===== src/sv/prq_pkg.sv =====
// Shared types, constants and helpers for the priority request queue.
`timescale 1ns / 1ps

package prq_pkg;

   localparam int QUEUE_DEPTH = 16;
   localparam int ADDR_W      = (QUEUE_DEPTH > 1) ? $clog2(QUEUE_DEPTH) : 1;
   localparam int CNT_W       = $clog2(QUEUE_DEPTH + 1);
   localparam int ENTRY_W     = 32;

   typedef logic [ADDR_W-1:0] addr_type;
   typedef logic [CNT_W-1:0]  count_type;

   localparam logic FUNC_PUT = 1'b0;
   localparam logic FUNC_GET = 1'b1;

   typedef enum logic [1:0] {
      STATUS_OK    = 2'd0,
      STATUS_FULL  = 2'd1,
      STATUS_EMPTY = 2'd2,
      STATUS_NONE  = 2'd3
   } status_type;

   typedef struct packed {
      logic [7:0]  prio;
      logic [7:0]  client_task;
      logic [15:0] handle;
   } entry_type;

   typedef struct packed {
      logic        func;
      logic [15:0] req_handle;
      logic [7:0]  client_task;
      logic [7:0]  priority_req;
   } req_item_type;

   typedef struct packed {
      status_type  status;
      logic        wake_server;
      logic [7:0]  wake_task;
      logic [15:0] out_req_handle;
      logic [7:0]  out_task;
      logic [7:0]  out_priority;
      logic [4:0]  remaining;
   } rsp_item_type;

   // Low five bits of a count, zero-extended when the count is narrower.
   function automatic logic [4:0] to_remaining(input count_type cnt);
      logic [CNT_W+4:0] ext;
      ext = {5'b0, cnt};
      return ext[4:0];
   endfunction

endpackage


===== src/sv/priority_request_queue_core.sv =====
// Top level of the priority request queue: control sequencer around the entry RAM.
`timescale 1ns / 1ps

// Priority request queue.
// Input channel req_*: one item is either a put (store handle, client task and
// priority) or a get (remove the stored entry with the largest priority, the
// oldest one on a tie; priority 0 is never served). Each item yields exactly
// one result item on rsp_*, carrying status, the server wake for a put, the
// removed entry for a get and the entry count after the operation.
// csr_write_enable/csr_write_data load the server task id woken on each successful put.
// Entries live in a 16-entry RAM in insertion order, oldest at address 0.
// Timing:
//   put, and get on an empty queue: result registered at the accept edge; a new
//   item may follow on the next cycle if the receiver does not hold rsp_stall.
//   get on n stored entries: the RAM is scanned, one read per cycle, then the
//   gap behind the removed slot p is closed up, one read and one write-back per
//   cycle; the single RAM read port sets this rate.
// Only one item is in flight; req_stall is high while a get is working, and
// also while a finished result sits in the output register and the receiver
// holds rsp_stall. A stalled result holds its value until taken.
// Reset (synchronous, active high) empties the queue and clears server task
// and the output valid flag; RAM contents and the output item are not cleared.
module priority_request_queue_core (
   input  logic                  clock,
   input  logic                  reset,
   input  logic                  req_valid,
   output logic                  req_stall,
   input  prq_pkg::req_item_type req_item,
   output logic                  rsp_valid,
   input  logic                  rsp_stall,
   output prq_pkg::rsp_item_type rsp_item,
   input  logic                  csr_write_enable,
   input  logic [7:0]            csr_write_data
);

   typedef enum logic [1:0] {
      ST_IDLE,
      ST_SCAN,
      ST_SHIFT
   } state_type;

   state_type             state_ff, state_in;
   prq_pkg::count_type    count_ff, count_in;
   logic [7:0]            server_task_ff, server_task_in;
   prq_pkg::addr_type     rd_idx_ff, rd_idx_in;
   logic [7:0]            best_prio_ff, best_prio_in;
   prq_pkg::addr_type     best_pos_ff, best_pos_in;
   prq_pkg::entry_type    best_entry_ff, best_entry_in;
   logic                  rsp_valid_ff, rsp_valid_in;
   prq_pkg::rsp_item_type rsp_item_ff, rsp_item_in;

   // RAM port signals
   logic                  ram_wr_en;
   prq_pkg::addr_type     ram_wr_addr;
   prq_pkg::entry_type    ram_wr_data;
   logic                  ram_rd_en;
   prq_pkg::addr_type     ram_rd_addr;
   logic [prq_pkg::ENTRY_W-1:0] ram_rd_raw;
   prq_pkg::entry_type    ram_rd_data;

   logic                  out_free;
   logic                  accept;
   logic                  at_last;
   prq_pkg::count_type    last_cnt;
   prq_pkg::count_type    count_dec;
   logic [7:0]            cur_prio;
   prq_pkg::addr_type     cur_pos;
   prq_pkg::entry_type    cur_entry;

   prq_ram #(
      .WIDTH (prq_pkg::ENTRY_W),
      .DEPTH (prq_pkg::QUEUE_DEPTH)
   ) u_entry_ram (
      .clock   (clock),
      .wr_en   (ram_wr_en),
      .wr_addr (ram_wr_addr),
      .wr_data (ram_wr_data),
      .rd_en   (ram_rd_en),
      .rd_addr (ram_rd_addr),
      .rd_data (ram_rd_raw)
   );

   assign ram_rd_data = prq_pkg::entry_type'(ram_rd_raw);

   // The output register is free when empty or being taken this cycle.
   assign out_free  = !rsp_valid_ff || !rsp_stall;
   assign req_stall = !((state_ff == ST_IDLE) && out_free);
   assign accept    = req_valid && !req_stall;

   assign last_cnt  = count_ff - prq_pkg::count_type'(1);
   assign count_dec = count_ff - prq_pkg::count_type'(1);
   assign at_last   = (prq_pkg::count_type'(rd_idx_ff) == last_cnt);

   always_comb begin
      state_in       = state_ff;
      count_in       = count_ff;
      server_task_in = server_task_ff;
      rd_idx_in      = rd_idx_ff;
      best_prio_in   = best_prio_ff;
      best_pos_in    = best_pos_ff;
      best_entry_in  = best_entry_ff;
      rsp_valid_in   = rsp_valid_ff && rsp_stall;
      rsp_item_in    = rsp_item_ff;

      ram_wr_en   = 1'b0;
      ram_wr_addr = '0;
      ram_wr_data = '0;
      ram_rd_en   = 1'b0;
      ram_rd_addr = '0;

      // Running maximum including the entry read back this cycle; strict
      // compare keeps the oldest entry on a tie.
      cur_prio  = best_prio_ff;
      cur_pos   = best_pos_ff;
      cur_entry = best_entry_ff;
      if (ram_rd_data.prio > best_prio_ff) begin
         cur_prio  = ram_rd_data.prio;
         cur_pos   = rd_idx_ff;
         cur_entry = ram_rd_data;
      end

      if (csr_write_enable) begin
         server_task_in = csr_write_data;
      end

      unique case (state_ff)
         ST_IDLE: begin
            if (accept) begin
               rsp_valid_in = 1'b1;
               rsp_item_in  = '0;
               if (req_item.func == prq_pkg::FUNC_PUT) begin
                  if (count_ff == prq_pkg::count_type'(prq_pkg::QUEUE_DEPTH)) begin
                     // Drop the item: queue is full.
                     rsp_item_in.status    = prq_pkg::STATUS_FULL;
                     rsp_item_in.remaining = prq_pkg::to_remaining(count_ff);
                  end else begin
                     ram_wr_en               = 1'b1;
                     ram_wr_addr             = prq_pkg::addr_type'(count_ff);
                     ram_wr_data.prio        = req_item.priority_req;
                     ram_wr_data.client_task = req_item.client_task;
                     ram_wr_data.handle      = req_item.req_handle;
                     count_in                = count_ff + prq_pkg::count_type'(1);
                     rsp_item_in.status      = prq_pkg::STATUS_OK;
                     rsp_item_in.wake_server = 1'b1;
                     rsp_item_in.wake_task   = server_task_ff;
                     rsp_item_in.remaining   =
                        prq_pkg::to_remaining(count_ff + prq_pkg::count_type'(1));
                  end
               end else if (count_ff == '0) begin
                  rsp_item_in.status    = prq_pkg::STATUS_EMPTY;
                  rsp_item_in.remaining = prq_pkg::to_remaining(count_ff);
               end else begin
                  // Start the scan at the oldest entry.
                  rsp_valid_in = 1'b0;
                  ram_rd_en    = 1'b1;
                  ram_rd_addr  = '0;
                  rd_idx_in    = '0;
                  best_prio_in = '0;
                  best_pos_in  = '0;
                  state_in     = ST_SCAN;
               end
            end
         end

         ST_SCAN: begin
            best_prio_in  = cur_prio;
            best_pos_in   = cur_pos;
            best_entry_in = cur_entry;
            if (!at_last) begin
               ram_rd_en   = 1'b1;
               ram_rd_addr = prq_pkg::addr_type'(rd_idx_ff + prq_pkg::addr_type'(1));
               rd_idx_in   = prq_pkg::addr_type'(rd_idx_ff + prq_pkg::addr_type'(1));
            end else if (cur_prio == '0) begin
               // Nothing eligible: leave the queue untouched.
               rsp_valid_in          = 1'b1;
               rsp_item_in           = '0;
               rsp_item_in.status    = prq_pkg::STATUS_NONE;
               rsp_item_in.remaining = prq_pkg::to_remaining(count_ff);
               state_in              = ST_IDLE;
            end else if (prq_pkg::count_type'(cur_pos) == last_cnt) begin
               // Newest entry removed: no gap to close.
               count_in                   = count_dec;
               rsp_valid_in               = 1'b1;
               rsp_item_in                = '0;
               rsp_item_in.status         = prq_pkg::STATUS_OK;
               rsp_item_in.out_req_handle = cur_entry.handle;
               rsp_item_in.out_task       = cur_entry.client_task;
               rsp_item_in.out_priority   = cur_entry.prio;
               rsp_item_in.remaining      = prq_pkg::to_remaining(count_dec);
               state_in                   = ST_IDLE;
            end else begin
               ram_rd_en   = 1'b1;
               ram_rd_addr = prq_pkg::addr_type'(cur_pos + prq_pkg::addr_type'(1));
               rd_idx_in   = prq_pkg::addr_type'(cur_pos + prq_pkg::addr_type'(1));
               state_in    = ST_SHIFT;
            end
         end

         ST_SHIFT: begin
            // Move the entry just read down by one slot.
            ram_wr_en   = 1'b1;
            ram_wr_addr = prq_pkg::addr_type'(rd_idx_ff - prq_pkg::addr_type'(1));
            ram_wr_data = ram_rd_data;
            if (!at_last) begin
               ram_rd_en   = 1'b1;
               ram_rd_addr = prq_pkg::addr_type'(rd_idx_ff + prq_pkg::addr_type'(1));
               rd_idx_in   = prq_pkg::addr_type'(rd_idx_ff + prq_pkg::addr_type'(1));
            end else begin
               count_in                   = count_dec;
               rsp_valid_in               = 1'b1;
               rsp_item_in                = '0;
               rsp_item_in.status         = prq_pkg::STATUS_OK;
               rsp_item_in.out_req_handle = best_entry_ff.handle;
               rsp_item_in.out_task       = best_entry_ff.client_task;
               rsp_item_in.out_priority   = best_entry_ff.prio;
               rsp_item_in.remaining      = prq_pkg::to_remaining(count_dec);
               state_in                   = ST_IDLE;
            end
         end

         default: begin
            state_in = ST_IDLE;
         end
      endcase
   end

   always_ff @(posedge clock) begin
      if (reset) begin
         state_ff       <= ST_IDLE;
         count_ff       <= '0;
         server_task_ff <= '0;
         rsp_valid_ff   <= 1'b0;
      end else begin
         state_ff       <= state_in;
         count_ff       <= count_in;
         server_task_ff <= server_task_in;
         rsp_valid_ff   <= rsp_valid_in;
      end
      rd_idx_ff     <= rd_idx_in;
      best_prio_ff  <= best_prio_in;
      best_pos_ff   <= best_pos_in;
      best_entry_ff <= best_entry_in;
      rsp_item_ff   <= rsp_item_in;
   end

   assign rsp_valid = rsp_valid_ff;
   assign rsp_item  = rsp_item_ff;

   // Count never exceeds the queue depth.
   a_count_bound: assert property (@(posedge clock) disable iff (reset)
      count_ff <= prq_pkg::count_type'(prq_pkg::QUEUE_DEPTH))
      else $error("entry count above queue depth");

   // While a get works, the output register is already empty.
   a_out_free_busy: assert property (@(posedge clock) disable iff (reset)
      state_ff != ST_IDLE |-> !rsp_valid_ff)
      else $error("output register occupied during get");

   // A shift pass only follows a scan that found an eligible entry.
   a_shift_eligible: assert property (@(posedge clock) disable iff (reset)
      state_ff == ST_SHIFT |-> best_prio_ff != '0)
      else $error("shift without eligible entry");

   // A scan read never runs past the stored entries.
   a_scan_in_range: assert property (@(posedge clock) disable iff (reset)
      state_ff != ST_IDLE |-> prq_pkg::count_type'(rd_idx_ff) < count_ff)
      else $error("scan index beyond entry count");

   // A wake is only reported with a successful put.
   a_wake_ok: assert property (@(posedge clock) disable iff (reset)
      rsp_valid_ff && rsp_item_ff.wake_server |->
         rsp_item_ff.status == prq_pkg::STATUS_OK && rsp_item_ff.out_priority == '0)
      else $error("wake reported without successful put");

endmodule


===== src/sv/prq_ram.sv =====
// Generic single-write, single-read RAM with a registered read port.
`timescale 1ns / 1ps

module prq_ram #(
   parameter int WIDTH = 32,
   parameter int DEPTH = 16
) (
   input  logic                                      clock,
   input  logic                                      wr_en,
   input  logic [((DEPTH > 1) ? $clog2(DEPTH) : 1)-1:0] wr_addr,
   input  logic [WIDTH-1:0]                          wr_data,
   input  logic                                      rd_en,
   input  logic [((DEPTH > 1) ? $clog2(DEPTH) : 1)-1:0] rd_addr,
   output logic [WIDTH-1:0]                          rd_data
);

   logic [WIDTH-1:0] mem [DEPTH];
   logic [WIDTH-1:0] rd_data_ff;

   always_ff @(posedge clock) begin
      if (wr_en) begin
         mem[wr_addr] <= wr_data;
      end
      if (rd_en) begin
         rd_data_ff <= mem[rd_addr];
      end
   end

   assign rd_data = rd_data_ff;

endmodule

===== config.mk =====
export PLATFORM = sky130hd
export DESIGN_NAME = priority_request_queue_core
export DESIGN_NICKNAME = d
export VERILOG_FILES = /design/src/sv/prq_pkg.sv /design/src/sv/priority_request_queue_core.sv /design/src/sv/prq_ram.sv
export SDC_FILE = /design/constraint.sdc
export NUM_CORES = 1
export LEC_CHECK = 0
export ABC_CLOCK_PERIOD_IN_PS = 14510
export BUFFER_PORTS_ARGS = -buffer_cell sky130_fd_sc_hd__clkbuf_2
export CORE_ASPECT_RATIO = 1.25
export CORE_MARGIN = 2
export CORE_UTILIZATION = 40
export CTS_BUF_LIST = sky130_fd_sc_hd__clkbuf_16
export DETAILED_ROUTE_END_ITERATION = 7
export PLACE_DENSITY = 0.65
export SYNTH_ARGS = -nofsm -noshare
export SYNTH_HDL_FRONTEND = slang
export SYNTH_HIERARCHICAL = 1
export SYNTH_SLANG_ARGS = --single-unit

===== constraint.sdc =====
create_clock -name clock -period 14.51 [get_ports clock]
set_input_delay 2.902 -clock clock [delete_from_list [all_inputs] [get_ports clock]]
set_output_delay 2.902 -clock clock [all_outputs]
set_load 0.05 [all_outputs]

Word level (Yosys, flattened, before mapping)
Memory sizes are Yosys's and may differ from the RTL's. A register that Yosys moved wholly into a read port is not among the register bits.
Cells that the tools add are included.
Widths: inputs -> output; s select.
{ "word_totals": {"register_bits": 112, "ram_bits": 512, "in_bits": 46, "output_inout_bits": 50, "wordCells": 138, "memories": 1} }
{ "classes": {"n_addsub": 5, "magnitude_cmp": 1, "n_eq_ne": 17, "muxes": 80, "reduce_logical": 17} }
{ "mem_list": {"columns": ["memory", "words", "width", "read_ports", "rd_clocked_by_memory_dff", "write_ports", "line", "text"], "rows": [
  ["u_entry_ram.mem", 16, 32, 1, 1, 1, "prq_ram.sv:17", "logic [WIDTH-1:0] mem [DEPTH];"]
]} }
{ "op_table": {"columns": ["op", "n"], "rows": [
  ["$mux 48", 5],
  ["$pmux 48 s3", 1],
  ["$mux 32", 4],
  ["$pmux 32 s2", 1],
  ["$mux 4", 15],
  ["$mux 5", 9],
  ["$mux 8", 4],
  ["$pmux 4 s2", 3],
  ["$mux 1", 20],
  ["$mux 2", 9],
  ["$mux 9", 2],
  ["$ne 2x2->1 const B", 9],
  ["$pmux 8 s2", 1],
  ["$pmux 5 s3", 1],
  ["$reduce_and 7->1", 2],
  ["$pmux 4 s3", 1],
  ["$eq 4x5->1", 2],
  ["$reduce_and 5->1", 2],
  ["$ne 3x3->1 const B", 3],
  ["$add 4x1->4 const B", 2],
  ["$gt 8x8->1", 1],
  ["$logic_not 8->1", 1],
  ["$pmux 1 s3", 2],
  ["$pmux 2 s3", 1],
  ["other kinds (15)", 19]
]} }

Depth between registers and ports, before layout
Gate-level depths: netlist (run 1).
{ "depth": {"depth_word": 8, "depth_mapped": 19, "depth_no_buf": 16} }

Modules after synthesis
Netlist (run 1), hierarchy kept.
{ "modules_own_cells": {"columns": ["mod", "instances", "cells_per_inst", "area_per_inst_um2", "seq_area_each_um2"], "rows": [
  ["prq_ram", 1, 838, 20155.6, 16335.7],
  ["priority_request_queue_core", 1, 649, 6341.1, 3203.1]
]} }

Least setup slack after synthesis (run 1)
OpenSTA, ideal clock, no wires.
{ "synth_path": {"kind": "input to register", "startpoint": "input rsp_stall", "endpoint": "register rsp_item_ff (netlist bit rsp_item[0]), enable pin", "setup_ns": 0.712, "arrival_time_ns": 10.725, "required_time_ns": 13.798, "slack_ns": 3.073, "path_stages": 3, "n_path_buf": 0, "path_cell_list": "nand2_1 -> nand3_1 -> a2111oi_0"} }
{ "synth_between": {"elab_chain_len": 6} }
{ "synth_lines": {"columns": ["item", "line", "text"], "rows": [
  ["from (decl)", "priority_request_queue_core.sv:30", "input logic rsp_stall,"],
  ["$logic_not 1->1", "priority_request_queue_core.sv:86", "assign out_free = !rsp_valid_ff || !rsp_stall;"],
  ["$logic_or 1x1->1", "priority_request_queue_core.sv:86", null],
  ["$logic_and 1x1->1", "priority_request_queue_core.sv:87", "assign req_stall = !((state_ff == ST_IDLE) && out_free);"],
  ["$logic_and 1x1->1", "priority_request_queue_core.sv:88", "assign accept = req_valid && !req_stall;"],
  ["$ne 2x2->1 (no line)", null, null],
  ["$reduce_and 5->1 (no line)", null, null],
  ["to (signal assigned)", "priority_request_queue_core.sv:243", "rsp_item_ff <= rsp_item_in;"],
  ["to (decl)", "priority_request_queue_core.sv:50", "prq_pkg::rsp_item_type rsp_item_ff, rsp_item_in;"]
]} }
No other way between the ends.
A chain may end at the register's enable or synchronous reset.

Worst setup path in the final report (run 1)
{ "layout_path": {"startpoint": "input rsp_stall", "endpoint": "memory u_entry_ram.mem[7][16], enable pin"} }
{ "layout_between": {"word_cells_on_any_way": 10, "classes_between": "mux: 6; reduce/logical: 4"} }
{ "layout_rtl": {"columns": ["item", "line", "text"], "rows": [
  ["$logic_not 1->1", "priority_request_queue_core.sv:86", null],
  ["$logic_or 1x1->1", "priority_request_queue_core.sv:86", null],
  ["$logic_and 1x1->1", "priority_request_queue_core.sv:87", null],
  ["$logic_and 1x1->1", "priority_request_queue_core.sv:88", null],
  ["$mux 4", "priority_request_queue_core.sv:128", "if (accept) begin"],
  ["$pmux 4 s2", "priority_request_queue_core.sv:126", "unique case (state_ff)"],
  ["via ram_wr_addr[1]", "priority_request_queue_core.sv:54", "prq_pkg::addr_type ram_wr_addr;"],
  ["to (decl)", "prq_ram.sv:17", null]
]} }
The timed path passes the listed nets, and every way through them passes these cells.

==> results of run 1 <==
==> power groups by stage <==
stage | Sequential [mW] | Clock, mW | Combinational, mW
3_3_place_gp | 2.31 | 0 | 0.567
6_report | 2.27 | 1.63 | 0.575
4_1_cts | 2.27 | 1.67 | 0.578
5_1_grt | 2.28 | 1.73 | 0.626
2_1_floorplan | 2.42 | 0 | 0.298
3_5_place_dp | 2.31 | 0 | 0.575
==> per-layer routing <==
layer,global-route usage [%],part of all wire [%],vias up
met1,23.2,40,7244
met2,29.9,51,477
met3,2.84,5.8,110
met4,5.82,3.1,2
li1,-,-,6179
met5,0,0.022,-
==> layout make-up <==
class	instances	area [um2]	share of cell area, %
Inverter	24	90.1	0.299
Multi-Input combinational cell	720	6660	22.1
Tap cell	856	1070	3.56
Timing Repair Buffer	125	701	2.33
Clock buffer	58	1450	4.82
Clock inverter	52	603	2.00
Sequential cell	656	19500	64.9
==> cells in the final DEF, fill, tap and decap left out, types with 10 or more instances in the layout <==
master / instances
ha_1: 16
o21ai_0: 16
a22o_1: 31
a21oi_1: 37
nand2_1: 165
nand3_1: 11
clkinv_1: 10
inv_1: 34
nor2_1: 67
bufinv_16: 12
clkbuf_16: 58
buf_4: 30
dfxtp_1: 16
mux4_2: 128
nor2_4: 16
edfxtp_1: 640
a22oi_1: 96
mux2i_1: 10
clkinv_2: 10
clkbuf_2: 95
==> worst register-to-register path, delay by kind of cell (launching register included) <==
kind | cells | cell delay, ps
AND/OR/NAND/NOR | 4 | 780
AO/OA/AOI/OAI | 6 | 1650
multiplexers | 1 | 630
buffers and inverters | 3 | 1770
adder cells (fa/ha/maj) | 1 | 390
flip-flops | 1 | 670
==> cell families after synthesis <==
logic type                 after synthesis  synth area share, %
DFF                                    656                 73.7
and+or+nand+nor                        324                 5.38
AOI/OAI and AO/OA                      225                 6.41
muxes                                  138                 11.3
buffers and inverters                  111                 1.81
adders and majority gates               18                0.850
xor gates and xnor gates                15                0.548
==> worst min path at each step <==
stage                       from           endpoint  slack, ps  depth (start not counted)
5_1_grt        server_task_ff[0]  server_task_ff[0]        530                          2
3_3_place_gp   server_task_ff[5]  server_task_ff[5]        470                          2
6_report       server_task_ff[0]  server_task_ff[0]        490                          2
3_5_place_dp   server_task_ff[4]  server_task_ff[4]        480                          2
4_1_cts        server_task_ff[4]  server_task_ff[4]        500                          2
2_1_floorplan  server_task_ff[0]  server_task_ff[0]        450                          2
==> flip-flops by register name, summed over array words and instances (netlist names) <==
name                 flops
count_ff                 5
u_entry_ram/mem        512
rsp_item                48
u_entry_ram/rd_data     32
best_entry_ff           32
state_ff                 2
rd_idx_ff                4
rsp_valid                1
best_pos_ff              4
server_task_ff           8
best_prio_ff             8
==> metrics by stage <==
stage               cell area [um2]  hold WS [ps]  worst slack [ps]  util, %
floorplan                     26500           452              3070        -
global placement              28100           466              7570     42.8
detailed placement            28100           479              7450     42.8
CTS                           30100           496              8100     45.9
global route                  30100           530              7800     45.9
finish                        30100           494              8070     45.9
==> results.md, run 1 <==
- Max-Cap Viols: 0
- Final Setup Violations: 0
- Clock Skew: 20.2 ps
- CTS H-tree depth: 2
- Max clock buf depth: 3
- Reg-to-Reg Start: count_ff[0]
- Seq pwr share: 50.7%
- Post-Syn Instances: 1487
- Worst Setup Start Kind: primary input
- Reg clk slew, reported paths: 60 ps
- #FFs+latches synth: 656
- Clock network power share: 36.4%
- Post-route ant nets: 0
- CTS tree: yes
- Die width: 234 um
- Worst path max stage delay: 1110 ps
- Kind of cell adding the most delay to the critical path: simple AND/OR/NAND/NOR gates
- Fraction of registers with async set/reset: 0%
- Total GRT Usage: 17.7%
- Initial DRC Count: 1279
- CP max-delay cell: nor2_4
- Drt first pass iters: 5
- First-pass GRT wire length: 89900 um
- EDFF count, synth: 640
- FP Rows: 105
- Post-synth top flop: edfxtp_1
- Critical Path End Type: register
- # clock sinks: 656
- Congestion Overflow GR: 0
- WP data required: 14740 ps
- PD cells: 149 nW/um2
- Pin count of the biggest net entering global routing: 77
- R2R depth: 15
- Hold Crit Class: register to register
- P&R area growth vs syn: 13.7%
- Crit path depth: 9
- RSZ-0062 raised after global routing: false
- Critical Path Source: rsp_stall
- Die Ht: 292 um
- Distinct cells, synth: 71
- Share of layout cells above drive strength 1: 23.9%
- Worst slew pin tran: 1290 ps
- Register area share after synthesis: 73.7%
- Core area: 65600 um2
- Setup bufs post-CTS: 0
- Status: completed
- Post-Syn Area: 26500 um2
- Total number of vias: 14000
- Vias per cell: 5.63
- Initial antenna violation count: 1
- Crit share post-route: 44.4%
- Starting Density: 40.4%
- Max_slew headroom: 14.0%
- Sw Ratio: 26.2%
- Peak Freq: 155 MHz
- Drt wl/cell: 24.0 um
- Clock latency on the worst-skew pair: 640 ps
- Tot Pwr: 4.48 mW
- Root Buffer: clkbuf_16
- IO Port Bufs: 95
- Syn avg cell area: 17.8 um2
- Cell internal pwr: 3.31 mW
- Ant diodes: 0
- Final Max Tran Viols: 0
- Final Hold Viols: 0
- CTS resizes: 0
- Die area: 68300 um2
- VDD IR max: 0.0841 mV
- CP cell instances: clkbuf_2, nand2_1, nand3_1, or2_2, nor2_4, nand2_1, o21ai_0, nand2_1, nor2_4
- Most used cell, CP: nand2_1
- Area contributors post-synth: edfxtp_1 (73%), mux4_2 (11%), a22oi_1 (2.7%), nand2_1 (2.3%), dfxtp_1 (1.2%)
- P_leak: 9.83 nW
- Worst EP arrival: 6670 ps
- DP HPWL: 35400 um
- Hold Buf Count CTS: 0
- CP endpoint: u_entry_ram/mem[7][16]
- R2R Path End: u_entry_ram/rd_data[28]
- Finished Layout Cells: 2491
- Gpl congestion: 0.848
- Vias in the first global route: 14400
- Final WL: 59800 um
- Dpl cells: 2381
- Combinational Power Share: 12.8%
- Total CTS buffers: 58
- Setup tns final: 0 ps
- Leading cell type by number of instances after synthesis: edfxtp_1
- P_sw: 1.17 mW
- DRC viols: 0
- CP bufs+invs: 1
- Nets: 1649
- Top cell type by total area after synthesis: edfxtp_1
- # IOs: 96
- Fillers: 5476
- Post-synth top cells: edfxtp_1 (640), nand2_1 (165), mux4_2 (128)
- Post-synth top area share: 72.5%
- Worst R2R Setup Slack: 8370 ps
- Syn Nets: 1551
- Synth warn: 6
- Tmin final: 6440 ps
- Crit-path max FO: 33
- Kind of critical path: primary input to register
Power figures use the tool's default switching activity.
==> inputs of run 2 (changes only) <==
--- a/config.mk
+++ b/config.mk
@@ -5,14 +5,15 @@
 export SDC_FILE = /design/constraint.sdc
 export NUM_CORES = 1
 export LEC_CHECK = 0
-export ABC_CLOCK_PERIOD_IN_PS = 14510
+export ABC_AREA = 1
+export ABC_CLOCK_PERIOD_IN_PS = 5800
 export BUFFER_PORTS_ARGS = -buffer_cell sky130_fd_sc_hd__clkbuf_2
 export CORE_ASPECT_RATIO = 1.25
 export CORE_MARGIN = 2
 export CORE_UTILIZATION = 40
 export CTS_BUF_LIST = sky130_fd_sc_hd__clkbuf_16
 export DETAILED_ROUTE_END_ITERATION = 7
-export PLACE_DENSITY = 0.65
+export PLACE_DENSITY = 0.66
 export SYNTH_ARGS = -nofsm -noshare
 export SYNTH_HDL_FRONTEND = slang
 export SYNTH_HIERARCHICAL = 1
==> constraint.sdc (replaced) <==
create_clock -name clock -period 5.8 [get_ports clock]
set_input_delay 1.16 -clock clock [delete_from_list [all_inputs] [get_ports clock]]
set_output_delay 1.16 -clock clock [all_outputs]
set_load 0.05 [all_outputs]
==> run 2 against run 1 <==
The flow now finishes with violations (max-slew violations). Routed wire length is 20% higher. Power grew to 3.7 times the previous value. Via count increased by 41%. Final cell count increased by 59%. Sequential power increased to 3.0 times the previous value. Sequential cell count stayed put. Die area grew 11%. Global-route usage up 1.2 points. Synthesized cell count increased by 94%. Clock-buffer cell count is 3 higher. Critical path type is now register to register. Largest cell class unchanged. Critical endpoint is now u_entry_ram/rd_data[19]. Clock power grew 140%.
==> results.md, run 2 <==
- Status: complete, but fails checks
- Failing checks: max-slew violations
- Post-synth top area share: 65.2%
- Hold Buf Count CTS: 0
- Final Max Tran Viols: 95
- Die Ht: 308 um
- DRC viols: 0
- Post-Syn Instances: 2891
- Register area share after synthesis: 66.2%
- Crit share post-route: 80.0%
- Worst EP arrival: 5010 ps
- Worst R2R Setup Slack: 1160 ps
- Commonest cells after routing, fill and taps aside: nand2_1 (873), edfxtp_1 (640), inv_1 (513), nand3_1 (431), clkbuf_2 (95)
- PD cells: 498 nW/um2
- Max_slew headroom: -8.28%
- Reg with most FFs: u_entry_ram/mem
- Share of layout cells above drive strength 1: 9.77%
- Core area: 73200 um2
- Most used cell, CP: nand2_1
- Vias in the first global route: 18700
- CP cell instances: inv_2, ha_1, or2_1, nand2_1, inv_1, nand2_1, a21oi_1, nand2_2, nand2_1, inv_2, a22oi_1, o21ai_1, nand3_1, nor2_4, buf_12, nand2_1, nand3_1, nand3_1, nand3_1, nand2_1
- R2R Path End: u_entry_ram/rd_data[19]
- Clock latency on the worst-skew pair: 620 ps
- Dpl cells: 3858
- CTS resizes: 0
- Syn Nets: 2955
- Root Buffer: clkbuf_16
- Gpl congestion: 0.862
- CP max-delay cell: dfxtp_1
- Fraction of registers with async set/reset: 0%
- Drt first pass iters: 5
- Clock Skew: 13.2 ps
- Most Crowded Layer GR: met2
- Max clock buf depth: 3
- Post-route ant nets: 0
- Hold Crit Class: register to register
- Met3 Track Usage GR: 2.72%
- P_leak: 13.9 nW
- Setup bufs post-CTS: 0
- P&R area growth vs syn: 11.5%
- Top cell type by total area after synthesis: edfxtp_1
- CTS H-tree depth: 2
- Number of flip-flops under the largest register name: 512
- Post-synth top flop: edfxtp_1
- WP data required: 6170 ps
- Post-Syn Area: 29500 um2
- FP Rows: 111
- Post-synth top cells: nand2_1 (873), edfxtp_1 (640), inv_1 (505)
- Total number of vias: 19800
- #FFs+latches synth: 656
- Final Hold Viols: 0
- Die width: 247 um
- Critical Path End Type: register
- Commonest non-fill, non-tap cell in the layout: nand2_1
- CP endpoint: u_entry_ram/rd_data[19]
- Worst Setup Start Kind: register
- RSZ-0062 raised after global routing: false
- Distinct cells, synth: 45
- DP HPWL: 39900 um
- Grt met2 use: 33.3%
- Initial antenna violation count: 2
- CP bufs+invs: 4
- CTS tree: yes
- Syn avg cell area: 10.2 um2
- Starting Density: 40.3%
- Finished Layout Cells: 3970
- Crit path depth: 20
- Final WL: 72000 um
- # IOs: 96
- Vias per cell: 4.99
- First-pass GRT wire length: 109000 um
- Final Setup Violations: 0
- Leading cell type by number of instances after synthesis: nand2_1
- Ant diodes: 0
- Peak Freq: 216 MHz
- Critical Path Source: count_ff[0]
- R2R depth: 20
- Reg-to-Reg Start: count_ff[0]
- Worst slew pin tran: 1620 ps
- Crit-path max FO: 228
- IO Port Bufs: 95
- Synth warn: 6
- EDFF count, synth: 640
- Congestion Overflow GR: 0
- Worst path max stage delay: 630 ps
- Kind of critical path: register to register
- Pin count of the biggest net entering global routing: 229
- Max-Cap Viols: 0
- Setup tns final: 0 ps
- HP Start: server_task_ff[4]
- Tmin final: 4640 ps
- Initial DRC Count: 1631
- Met1 usage: 23.4%
- Area contributors post-synth: edfxtp_1 (65%), nand2_1 (11%), nand3_1 (7.3%), inv_1 (6.4%), buf_6 (1.3%)
- Kind of cell adding the most delay to the critical path: simple AND/OR/NAND/NOR gates
- Reg clk slew, reported paths: 60 ps
- Total GRT Usage: 18.8%
- Die area: 75900 um2
- VDD IR max: 0.442 mV
- Drt wl/cell: 18.1 um
- # clock sinks: 656
- Nets: 3025
- Total CTS buffers: 61
## run 2: cell count changes in the layout (fill, tap and decap cells not counted), moves of 13 or more
cell,previous run,this run
a21oi_1,37,61
a22o_1,31,0
a22oi_1,96,3
buf_4,30,46
inv_1,34,513
mux4_2,128,0
nand2_1,165,873
nand3_1,11,431
nor2_1,67,36
o21ai_0,16,34
o21ai_1,2,15
o22ai_1,0,29
## run 2: layout make-up
type / instances / area, um2
clock buffers: 61 / 1530
well taps: 960 / 1200
fillers: 6642 / 40300
inverters: 517 / 1950
clock inverters: 51 / 422
repair buffers: 147 / 941
flip-flops and latches: 656 / 19500
multi-input cells: 1578 / 7310
## run 2: worst reg2reg max path: cells and delay by family, from the launching register on
kind / cells / cell delay (ps)
compound gates: 3 / 270
fa+ha+maj: 1 / 270
buf+inv: 4 / 760
flops: 1 / 630
simple gates: 12 / 2450
## run 2: routing by layer
layer,vias up,part of all wire (%)
li1,9567,-
met1,9357,41
met2,713,49
met3,163,6.5
met4,2,3.4
met5,-,0.017
## run 2: report_power, final
| group | internal (mW) | total, mW | switching [mW] |
|---|---|---|---|
| Combinational | 1.34 | 5.63 | 4.29 |
| Sequential | 6.56 | 6.82 | 0.255 |
| Clock | 2.22 | 3.93 | 1.72 |
| Total | 10.1 | 16.4 | 6.26 |
## run 2: kinds of logic after synthesis
group	after synthesis	share of synthesized area (%)
AOI/OAI and AO/OA	153	2.85
xor gates and xnor gates	11	0.352
adders and majority gates	18	0.764
buffers and inverters	657	9.59
DFF	656	66.2
and+or+nand+nor	1396	20.2
## run 2: worst min path at each step
stage / cells past startpoint / to / slack (ps)
finish: 2 / server_task_ff[4] / 460
global route: 2 / server_task_ff[6] / 480
detailed placement: 2 / server_task_ff[0] / 450
CTS: 2 / server_task_ff[0] / 460
global placement: 2 / server_task_ff[7] / 440
floorplan: 2 / server_task_ff[7] / 430
## run 2: metrics by stage
| stage | utilization [%] | power [mW] | area (um2) | setup WS (ps) | hold slack (ps) |
|---|---|---|---|---|---|
| detailed placement | 42.3 | 12.5 | 30900 | 1280 | 453 |
| global placement | 42.3 | 12.4 | 30900 | 1290 | 444 |
| floorplan | - | 10.9 | 29500 | 768 | 429 |
| finish | 44.9 | 16.4 | 32900 | 1160 | 463 |
| CTS | 44.9 | 16.4 | 32900 | 1260 | 463 |
| global route | 44.9 | 17.2 | 32900 | 895 | 478 |
==> inputs of run 3 (changes only) <==
--- a/config.mk
+++ b/config.mk
@@ -6,14 +6,14 @@
 export NUM_CORES = 1
 export LEC_CHECK = 0
 export ABC_AREA = 1
-export ABC_CLOCK_PERIOD_IN_PS = 5800
+export ABC_CLOCK_PERIOD_IN_PS = 4700
 export BUFFER_PORTS_ARGS = -buffer_cell sky130_fd_sc_hd__clkbuf_2
 export CORE_ASPECT_RATIO = 1.25
 export CORE_MARGIN = 2
 export CORE_UTILIZATION = 40
 export CTS_BUF_LIST = sky130_fd_sc_hd__clkbuf_16
 export DETAILED_ROUTE_END_ITERATION = 7
-export PLACE_DENSITY = 0.66
+export PLACE_DENSITY = 0.64
 export SYNTH_ARGS = -nofsm -noshare
 export SYNTH_HDL_FRONTEND = slang
 export SYNTH_HIERARCHICAL = 1
==> constraint.sdc (replaced) <==
create_clock -name clock -period 4.7 [get_ports clock]
set_input_delay 0.94 -clock clock [delete_from_list [all_inputs] [get_ports clock]]
set_output_delay 0.94 -clock clock [all_outputs]
set_load 0.05 [all_outputs]
==> run 3 against run 2 <==
Sequential power is 23% higher. Clock power increased by 21%. The flow now finishes without violations. Critical path depth grew 2. Sequential cell count stayed put. Largest cell class unchanged. Die area did not move. Power rose by 23%.
==> results.md, run 3 (synthesis results as in run 2) <==
- WP data required: 5060 ps
- Clock network power share: 23.6%
- Share of layout cells above drive strength 1: 10.1%
- First-pass GRT wire length: 110000 um
- Die area: 75900 um2
- Clock Skew: 36.0 ps
- Status: completed
- Reg clk slew, reported paths: 60 ps
- CTS H-tree depth: 2
- CTS tree: yes
- Total GRT Usage: 19.0%
- Final Setup Violations: 0
- Final Hold Viols: 0
- Post-route ant nets: 0
- P_leak: 14.0 nW
- Fillers: 6639
- # IOs: 96
- Root Buffer: clkbuf_16
- # clock sinks: 656
- Worst slew pin tran: 1180 ps
- Initial DRC Count: 1657
- P_sw: 7.75 mW
- VDD IR max: 0.530 mV
- Total number of vias: 19900
- Hold slack: 462 ps
- Crit share post-route: 91.2%
- CP bufs+invs: 4
- Critical Path End Type: register
- Finished Layout Cells: 3978
- CP cell instances: ha_1, nand2_1, nor2_4, nand4_4, nand2_4, nand2_1, nand2_1, nand2_1, nand2_1, inv_1, nand3_2, nand2_1, nand2_1, clkinv_1, nor2_4, buf_12, buf_4, nand2_1, nand3_1, nand3_1, nand3_1, nand2_1
- Final Util: 45.3%
- Max clock buf depth: 3
- Final worst setup slack: 415 ps
- Commonest cells after routing, fill and taps aside: nand2_1 (873), edfxtp_1 (640), inv_1 (512), nand3_1 (431), clkbuf_2 (95)
- Hold Crit Class: register to register
- DRC viols: 0
- Crit-path max FO: 98
- DP HPWL: 41800 um
- Tmin final: 4290 ps
- Congestion Overflow GR: 0
- Kind of critical path: register to register
- Core area: 73200 um2
- Seq pwr share: 41.5%
- Final WL: 72500 um
- Ant diodes: 0
- Finished layout cell area: 33200 um2
- Dpl cells: 3866
- Nets: 3032
- Max-Cap Viols: 0
- RSZ-0062 raised after global routing: false
- FP Rows: 111
- Worst R2R Setup Slack: 410 ps
- Setup bufs post-CTS: 0
- Starting Density: 40.3%
- Vias in the first global route: 18700
- Setup tns final: 0 ps
- Worst EP arrival: 4640 ps
- Commonest non-fill, non-tap cell in the layout: nand2_1
- Vias per cell: 5.00
- Peak Freq: 233 MHz
- Hold Buf Count CTS: 0
- Final Max Tran Viols: 0
- Die Ht: 308 um
- Combinational Power Share: 35.0%
- Drt wl/cell: 18.2 um
- CP max-delay cell: edfxtp_1
- P&R area growth vs syn: 12.4%
- Kind of cell adding the most delay to the critical path: simple AND/OR/NAND/NOR gates
- Most used cell, CP: nand2_1
- Reg with most FFs: u_entry_ram/mem
- Worst path max stage delay: 430 ps
- PD cells: 609 nW/um2
- Worst Setup Start Kind: register
- CTS resizes: 0
- Total CTS buffers: 60
- Pin count of the biggest net entering global routing: 129
- Gpl congestion: 0.927
- Initial antenna violation count: 1
- IO Port Bufs: 95
- Setup WS pre-CTS: 502 ps
- Die width: 247 um
- Clock latency on the worst-skew pair: 650 ps
- Tot Pwr: 20.2 mW
- Area after DPL: 31200 um2
- Cell internal pwr: 12.5 mW
- Drt first pass iters: 6
- Sw Ratio: 38.4%
- Number of flip-flops under the largest register name: 512
- Max_slew headroom: 21.6%
run 3: power by group through the flow:
stage,clock network (mW),registers (mW),logic (mW)
floorplan,0,9.15,4.34
global placement,0,8.48,7.00
detailed placement,0,8.50,7.05
CTS,4.85,8.38,7.07
global route,5.05,8.45,7.80
finish,4.76,8.38,7.07
run 3: cell type report:
cell class              count  area (um2)  share of cell area (%)
clock inverters            50         375                    1.13
repair buffers            155        1230                    3.70
inverters                 517        1950                    5.88
clock buffers              62        1550                    4.68
flip-flops and latches    656       19500                    58.9
multi-input cells        1578        7310                    22.1
well taps                 960        1200                    3.62
run 3: worst paths after layout:
check / from / to / cells after the start
min: server_task_ff[3] / server_task_ff[3] / 2
max reg2reg: u_entry_ram/rd_data[31] / u_entry_ram/rd_data[28] / 22
max: u_entry_ram/rd_data[31] / u_entry_ram/rd_data[28] / 22
min reg2reg: server_task_ff[3] / server_task_ff[3] / 2
run 3: tightest hold or removal path, delay by kind of cell (launching register included):
| kind | cells | cell delay, ps |
|---|---|---|
| flip-flops | 1 | 300 |
| buffers and inverters | 1 | 60 |
| AO/OA/AOI/OAI | 1 | 60 |
run 3: per-layer routing:
layer	track usage (%)	wire length, um
met1	25.0	30500
met2	32.4	34900
met3	2.47	4790
met4	6.43	2320
met5	0	0
